## config.mk

```make
export PLATFORM = sky130hd
export DESIGN_NAME = dtpc_ctrl
export DESIGN_NICKNAME = d
export VERILOG_FILES = /design/src/hdl/dtpc_pkg.sv /design/src/hdl/dtpc_ctrl.sv
export SDC_FILE = /design/constraint.sdc
export NUM_CORES = 1
export LEC_CHECK = 0
export BUFFER_PORTS_ARGS = -buffer_cell sky130_fd_sc_hd__buf_4
export CAP_MARGIN = 20
export CORE_AREA = 2 2 39 41
export CTS_CLUSTER_DIAMETER = 150
export DETAILED_ROUTE_END_ITERATION = 10
export DIE_AREA = 0 0 41 43
export HOLD_SLACK_MARGIN = 0.05
export PLACE_DENSITY = 0.43
export SYNTH_ARGS = -nofsm -noshare
export SYNTH_HDL_FRONTEND = slang
export SYNTH_SLANG_ARGS = --single-unit
```

## constraint.sdc

```tcl
create_clock -name clk -period 1.75 [get_ports clk]
set_clock_uncertainty 0.15 [all_clocks]
set_input_delay 0.35 -clock clk [delete_from_list [all_inputs] [get_ports clk]]
set_output_delay 0.35 -clock clk [all_outputs]
set_load 0.005 [all_outputs]
```

## src/hdl/dtpc_pkg.sv

```systemverilog
// ---------------------------------------------------------------------------
// dtpc_pkg
// Shared types and constants of the decision-tree packet classifier.
// ---------------------------------------------------------------------------
package dtpc_pkg;

  localparam int IDX_W       = 12;
  localparam int WORD_W      = 64;
  localparam int DIM_W       = 3;
  localparam int NUM_KEYS    = 6;
  localparam int DEPTH_OUT_W = 6;
  localparam int STATUS_W    = 2;

  typedef logic [IDX_W-1:0]       idx_t;
  typedef logic [WORD_W-1:0]      word_t;
  typedef logic [DIM_W-1:0]       dim_t;
  typedef logic [DEPTH_OUT_W-1:0] depth_out_t;

  // command codes of an input word
  localparam logic CMD_WRITE    = 1'b0;
  localparam logic CMD_CLASSIFY = 1'b1;

  // result status codes
  typedef enum logic [STATUS_W-1:0] {
    ST_HIT       = 2'd0,
    ST_WRITTEN   = 2'd1,
    ST_DEPTH_ERR = 2'd2
  } status_t;

  // one tree node as stored in the node memory
  typedef struct packed {
    dim_t  dim;
    word_t thr;
    idx_t  left;
    idx_t  right;
  } node_t;

  // controller to datapath commands
  typedef struct packed {
    logic start_walk;  // latch keys, read root
    logic start_write; // write node, stage write result
    logic step;        // move to the chosen child
    logic cap_leaf;    // stage leaf result
    logic cap_err;     // stage depth-limit result
    logic out_load;    // move staged result to output register
  } dp_cmd_t;

  // datapath to controller status
  typedef struct packed {
    logic leaf;   // current node is a leaf or out of the table
    logic at_max; // depth limit reached
  } dp_stat_t;

endpackage

```

## src/hdl/dtpc_ctrl.sv

```systemverilog
// ---------------------------------------------------------------------------
// dtpc_ctrl
// Controller: accepts words, sequences the tree walk, hands off results.
// ---------------------------------------------------------------------------
module dtpc_ctrl (
  input  logic               clk,
  input  logic               rst,
  input  logic               in_valid,
  output logic               in_ready,
  input  logic               command,
  output logic               out_valid,
  input  logic               out_ready,
  input  dtpc_pkg::dp_stat_t stat,
  output dtpc_pkg::dp_cmd_t  cmd
);
  import dtpc_pkg::*;

  typedef enum logic [1:0] {
    S_IDLE,
    S_EVAL,
    S_DONE
  } state_t;

  state_t state;
  state_t state_next;
  logic   accept;
  logic   out_free;

  assign in_ready = (state == S_IDLE);
  assign accept   = in_valid & in_ready;
  assign out_free = ~out_valid | out_ready;

  // command decode and next state
  always_comb begin
    cmd        = '0;
    state_next = state;
    unique case (state)
      S_IDLE: begin
        if (accept) begin
          if (command == CMD_CLASSIFY) begin
            cmd.start_walk = 1'b1;
            state_next     = S_EVAL;
          end else begin
            cmd.start_write = 1'b1;
            state_next      = S_DONE;
          end
        end
      end
      S_EVAL: begin
        priority if (stat.leaf) begin
          cmd.cap_leaf = 1'b1;
          state_next   = S_DONE;
        end else if (stat.at_max) begin
          cmd.cap_err = 1'b1;
          state_next  = S_DONE;
        end else begin
          cmd.step = 1'b1;
        end
      end
      S_DONE: begin
        if (out_free) begin
          cmd.out_load = 1'b1;
          state_next   = S_IDLE;
        end
      end
      default: state_next = S_IDLE;
    endcase
  end

  // state and output valid
  always_ff @(posedge clk) begin
    if (rst) begin
      state     <= S_IDLE;
      out_valid <= 1'b0;
    end else begin
      state <= state_next;
      if (cmd.out_load) begin
        out_valid <= 1'b1;
      end else if (out_ready) begin
        out_valid <= 1'b0;
      end
    end
  end

endmodule

```

==> flow_summary.json, run 1 <==
{
  "status": "complete, no violations",
  "power.static_leakage_nw": 0.1619,
  "setup-violations-final": 0,
  "overall_global_routing_resource_usage": 0.07315,
  "diodes": 0,
  "die_width_um": 41,
  "cts.reportedPaths.clkPinSlew_ns": 0.04,
  "regToRegSetupSlack_ns": 0.62,
  "place_ws_ns": 0.3526,
  "starting_density_of_the_core": 0.1311,
  "slew-limit-headroom": 0.8667,
  "setup_ws_ns": 0.1079,
  "route.final.wire_length_um": 479,
  "grt_setup_unrepaired": "false",
  "clock-sinks": 3,
  "vdd_ir_drop_max_v": 0.0001704,
  "crit_slowest_cell": "sky130_fd_sc_hd__dfxtp_1",
  "post_route_drc_violation_count": 0,
  "worst_hold_startpoint": "rst",
  "arr_time_crit_path_ns": 1.14,
  "grt_use_met2": 0.09063,
  "timing.max_cap.violations": 0,
  "grt.met1_usage": 0.07987,
  "row_count": 14,
  "synthesis.area_per_instance_um2": 8.639,
  "final_hold_viol_count": 0,
  "synthesis.nets": 28,
  "post_route_cells_drive_above_1_share": 0.4872,
  "cp-end-kind": "output port",
  "yosys.cell_types.count": 14,
  "power_per_cell_area_mw_per_mm2": 756.1,
  "io_port_bufs": 14,
  "grt_pass1_vias": 209,
  "gr-usage-met3": 0.05236,
  "flow.area_growth_from_synthesis_pct": 83.45,
  "synth_top_cell_by_area": "sky130_fd_sc_hd__dfxtp_1",
  "area_share_of_the_leading_cell_type_in_the_synthesized_netlist": 0.3310,
  "grt-ovfl-total": 0,
  "detail_route.wl_per_cell_um": 8.709,
  "global_route.peak_usage_layer": "met2",
  "via_per_inst": 3.818,
  "rr_endpoint": "state[1]$_SDFFE_PP0P_",
  "synth_top_cells_by_area": "sky130_fd_sc_hd__dfxtp_1, sky130_fd_sc_hd__nand2b_1, sky130_fd_sc_hd__nor3_4",
  "critical_path.reg2reg.startpoint": "state[0]$_SDFFE_PP0P_",
  "cts-buffers-inserted": 3,
  "fin_tns_setup_ns": 0,
  "antenna_found_initial": 0,
  "clkLatencyLatePin_ns": 0.23,
  "sequential_share_of_the_synthesized_area": 0.3310,
  "gp_routability_congestion": 0.6900,
  "ff2ff_path_depth": 3,
  "pin_count": 15,
  "antenna_left": 0,
  "critPathMaxStageDelay_ns": 0.33,
  "cts_post_setup_buffers_inserted": 0,
  "detail_route.iter0.violations": 0,
  "path_max_fanout": 5,
  "clockBufferDepth": 2,
  "syn_inst": 21,
  "h-tree-depth": 1,
  "final.period_utilization": 0.9383,
  "fin_nets": 47,
  "report.final.slew_viol_count": 0,
  "worst-slew-pin-transition_ns": 0.1984,
  "fmax_ghz": 0.6090,
  "min_path_cells": 2,
  "die_area_mm2": 0.001763,
  "dpl_cell_area_um2": 306.5,
  "cp.required_ns": 1.25,
  "crit_type": "flop to output port",
  "grt_start_max_net_pins": 6,
  "finalCriticalPeriod_ns": 1.642,
  "drt_pre_antenna_iters": 1,
  "post_synth_instance_area_um2": 181.4,
  "start_kind": "flop",
  "grt_first_pass_wirelength_um": 807,
  "vias": 210,
  "synth_seq_cells": 3,
  "cts_resized": 0,
  "stdcell_area_um2": 332.8,
  "chipHeight_um": 43,
  "core-area_mm2": 0.001384,
  "layout_commonest_cell": "sky130_fd_sc_hd__buf_4",
  "critical_path.cell_chain": "nand2b_1, nor3b_1, buf_4",
  "worstHoldEndpoint": "state[1]$_SDFFE_PP0P_",
  "power_uw": 251.7,
  "synth.yosys.warnings": 0,
  "count_of_hold_buffers_inserted_by_post_cts_repair": 0,
  "clock_tree.root_cell": "sky130_fd_sc_hd__clkbuf_4",
  "cts_tree": "done",
  "min-delay-path-class": "input port to flop",
  "mostFrequentLayoutCells": "sky130_fd_sc_hd__buf_4, sky130_fd_sc_hd__nand2b_1, sky130_fd_sc_hd__nor2_1, sky130_fd_sc_hd__clkbuf_4, sky130_fd_sc_hd__dfxtp_1",
  "worst_hold_slack_ns": 0.1516
}
==> Yosys cell counts (all sizes together) <==
cell type  instances
nand2b             3
inv                1
nand2              1
nor2b              2
and3               1
dfxtp              3
nor4               1
nor2               3
o21ba              1
nor3               2
nor3b              1
o22a               1
a21oi              1
==> per-layer routing <==
metal  vias up  share of wire
li1        108              -
met1        90           0.45
met2        12           0.42
met3         0           0.13
met4         0              0
met5         -              0
==> sequential cells by signal, indices dropped and copies added (netlist names) <==
name and count:
state 2, out_valid 1
==> worst max-delay path, delay by kind of cell, from the launching register on <==
kind,cells,cell delay [ns]
simple gates,2,0.44
buf+inv,1,0.14
flops,1,0.33
==> worst max path at each step <==
stage	start	endpoint	cells past startpoint
2_1_floorplan	state[1]$_SDFFE_PP0P_	cmd[1]	2
3_3_place_gp	state[1]$_SDFFE_PP0P_	cmd[1]	3
3_5_place_dp	state[1]$_SDFFE_PP0P_	cmd[1]	3
4_1_cts	state[1]$_SDFFE_PP0P_	cmd[1]	3
5_1_grt	state[1]$_SDFFE_PP0P_	cmd[1]	3
6_report	state[1]$_SDFFE_PP0P_	cmd[1]	3
==> final cells by class <==
type	instances	area, um^2
repair buffers	14	105.1
multi-input cells	17	117.6
fillers	158	1051
inverters	1	3.754
flip-flops and latches	3	60.06
well taps	16	20.02
clock buffers	4	26.28
==> cell families (layout without fill, tap and decap cells) <==
| kind of cell | Yosys count | in the layout | share of synthesized area |
|---|---|---|---|
| and+or+nand+nor | 14 | 14 | 0.5172 |
| DFF | 3 | 3 | 0.3310 |
| AOI/OAI and AO/OA | 3 | 3 | 0.1310 |
| buffers and inverters | 1 | 19 | 0.02067 |
==> power by group <==
part           internal (mW)  switching [mW]  total, mW
Combinational         0.0308          0.0211     0.0519
Sequential            0.0729         0.00376     0.0767
Clock                 0.0856          0.0375      0.123
Total                  0.189          0.0623      0.252
==> stage by stage <==
step | util | std cells
floorplan | - | 21
global placement | 0.2215 | 51
detailed placement | 0.2215 | 51
CTS | 0.2405 | 55
global route | 0.2405 | 55
finish | 0.2405 | 55
Note: power is estimated with default switching activity, not from simulation.
==> run 2: changes to the inputs <==
Settings changed: GPL_TIMING_DRIVEN from default to 0.
==> run 2 against run 1 <==
Effect of this change:
- non-clock buffer count unchanged
- first-iteration DRC count grew 1
- sequential power barely moved
- combinational power about the same
- clock power hardly changed
- sequential share of layout area unchanged
- largest cell class unchanged
- sequential cell count unchanged
- register-to-register slack got worse by 0.02 ns
- hold slack got worse by 0.0041 ns
==> flow_summary.json, run 2 (synthesized netlist as in run 1, its figures left out) <==
{
  "detail_route.wl_per_cell_um": 8.909,
  "comb_power_share": 0.204,
  "ff2ff_path_depth": 3,
  "vias": 203,
  "core-area_mm2": 0.001384,
  "power_per_cell_area_mw_per_mm2": 761.4,
  "layout_commonest_cell": "sky130_fd_sc_hd__buf_4",
  "status": "complete, no violations",
  "path_delay_family": "simple AND/OR/NAND/NOR gates",
  "grt-ovfl-total": 0,
  "finalCriticalPeriod_ns": 1.645,
  "grt_start_max_net_pins": 6,
  "antenna_left": 0,
  "fin_nets": 47,
  "timing.max_cap.violations": 0,
  "switching_share": 0.2525,
  "count_of_hold_buffers_inserted_by_post_cts_repair": 0,
  "critical_path.cell_chain": "nand2b_1, nor3b_1, buf_4",
  "final.fill_count": 155,
  "worstHoldEndpoint": "state[1]$_SDFFE_PP0P_",
  "cts_post_setup_buffers_inserted": 0,
  "flow.area_growth_from_synthesis_pct": 83.45,
  "clock-sinks": 3,
  "regToRegSetupSlack_ns": 0.60,
  "drt_pre_antenna_iters": 2,
  "path_max_fanout": 5,
  "h-tree-depth": 1,
  "cts-buffers-inserted": 3,
  "buffers_plus_inverters_on_the_worst_setup_path": 1,
  "detail_route.iter0.violations": 1,
  "die_area_mm2": 0.001763,
  "pin_count": 15,
  "finish.cell_count_without_fillers": 55,
  "largest_reg_flops": 2,
  "global_route.peak_usage_layer": "met1",
  "fmax_ghz": 0.6081,
  "route.final.wire_length_um": 490,
  "mostFrequentLayoutCells": "sky130_fd_sc_hd__buf_4, sky130_fd_sc_hd__nand2b_1, sky130_fd_sc_hd__nor2_1, sky130_fd_sc_hd__clkbuf_4, sky130_fd_sc_hd__dfxtp_1",
  "clockBufferDepth": 2,
  "regMostFlops": "state",
  "arr_time_crit_path_ns": 1.14,
  "grt.met1_usage": 0.09295,
  "numPlacedInstances": 51,
  "antenna_found_initial": 0,
  "start_kind": "flop",
  "io_port_bufs": 14,
  "critPathMaxStageDelay_ns": 0.34,
  "cp-end-kind": "output port",
  "pwr-share-seq": 0.304,
  "p_clk_frac": 0.492,
  "grt_pass1_vias": 218,
  "setup-violations-final": 0,
  "setup_ws_ns": 0.1054,
  "gp_routability_congestion": 0.6653,
  "report.final.slew_viol_count": 0,
  "post_route_drc_violation_count": 0,
  "post_route_cells_drive_above_1_share": 0.4872,
  "cts.reportedPaths.clkPinSlew_ns": 0.04,
  "cts_resized": 0,
  "clkLatencyLatePin_ns": 0.23,
  "crit_type": "flop to output port",
  "largest_registers": "state (2), out_valid (1)",
  "cp.required_ns": 1.25,
  "power.switching_uw": 63.98,
  "power_uw": 253.4,
  "final_hold_viol_count": 0,
  "final.period_utilization": 0.9398,
  "place_ws_ns": 0.3474,
  "vdd_ir_drop_max_v": 0.0002774,
  "fin_util": 0.2405,
  "min-delay-path-class": "input port to flop",
  "chipHeight_um": 43,
  "starting_density_of_the_core": 0.1311,
  "crit_slowest_cell": "sky130_fd_sc_hd__dfxtp_1",
  "worst-slew-pin-transition_ns": 0.2001,
  "diodes": 0,
  "die_width_um": 41,
  "min_path_cells": 2,
  "clock_tree.root_cell": "sky130_fd_sc_hd__clkbuf_4",
  "fin_tns_setup_ns": 0,
  "cts_tree": "done",
  "rr_endpoint": "state[1]$_SDFFE_PP0P_",
  "overall_global_routing_resource_usage": 0.07322,
  "internal-power_uw": 189.4,
  "power.static_leakage_nw": 0.1619,
  "slew-limit-headroom": 0.8656,
  "grt_setup_unrepaired": "false",
  "row_count": 14,
  "grt_use_met2": 0.08438,
  "grt_first_pass_wirelength_um": 848,
  "worst_hold_startpoint": "rst",
  "critical_path.reg2reg.startpoint": "state[0]$_SDFFE_PP0P_",
  "via_per_inst": 3.691,
  "gr-usage-met3": 0.04188
}
==> run 2: cell counts in the layout (fill, tap and decap cells not counted) <==
Identical to the previous run, type by type.
==> run 2: worst max path at each step <==
stage | startpoint | endpoint | cells past startpoint
floorplan | state[1]$_SDFFE_PP0P_ | cmd[1] | 2
global placement | state[1]$_SDFFE_PP0P_ | cmd[1] | 3
detailed placement | state[1]$_SDFFE_PP0P_ | cmd[1] | 3
CTS | state[1]$_SDFFE_PP0P_ | cmd[1] | 3
global route | state[1]$_SDFFE_PP0P_ | cmd[3] | 3
finish | state[1]$_SDFFE_PP0P_ | cmd[1] | 3
==> run 2: layout make-up <==
| cell class | instances | area, um^2 | share of cell area |
|---|---|---|---|
| inverters | 1 | 3.754 | 0.01128 |
| multi-input cells | 17 | 117.6 | 0.3534 |
| clock buffers | 4 | 26.28 | 0.07895 |
| flip-flops and latches | 3 | 60.06 | 0.1805 |
| repair buffers | 14 | 105.1 | 0.3158 |
| well taps | 16 | 20.02 | 0.06015 |
==> run 2: per-stage QoR <==
step	hold WS, ns	area, um^2
after floorplan	0.2691	181.4
after global placement	0.3676	306.5
after detailed placement	0.3705	306.5
after CTS	0.1369	332.8
after global routing	0.1477	332.8
final	0.1475	332.8
==> run 2: power groups by stage <==
stage / clock (mW) / combinational, mW / sequential (mW)
2_1_floorplan: 0 / 0.0215 / 0.0772
3_3_place_gp: 0 / 0.0526 / 0.0782
3_5_place_dp: 0 / 0.0525 / 0.0779
4_1_cts: 0.133 / 0.0527 / 0.0769
5_1_grt: 0.135 / 0.0590 / 0.0777
6_report: 0.125 / 0.0517 / 0.0770
==> run 2: per-layer routing <==
| metal | vias up | part of all wire | wire length, um |
|---|---|---|---|
| li1 | 110 | - | - |
| met1 | 79 | 0.45 | 222 |
| met2 | 14 | 0.38 | 186 |
| met3 | 0 | 0.16 | 80 |
| met4 | 0 | 0 | 0 |
| met5 | - | 0 | 0 |
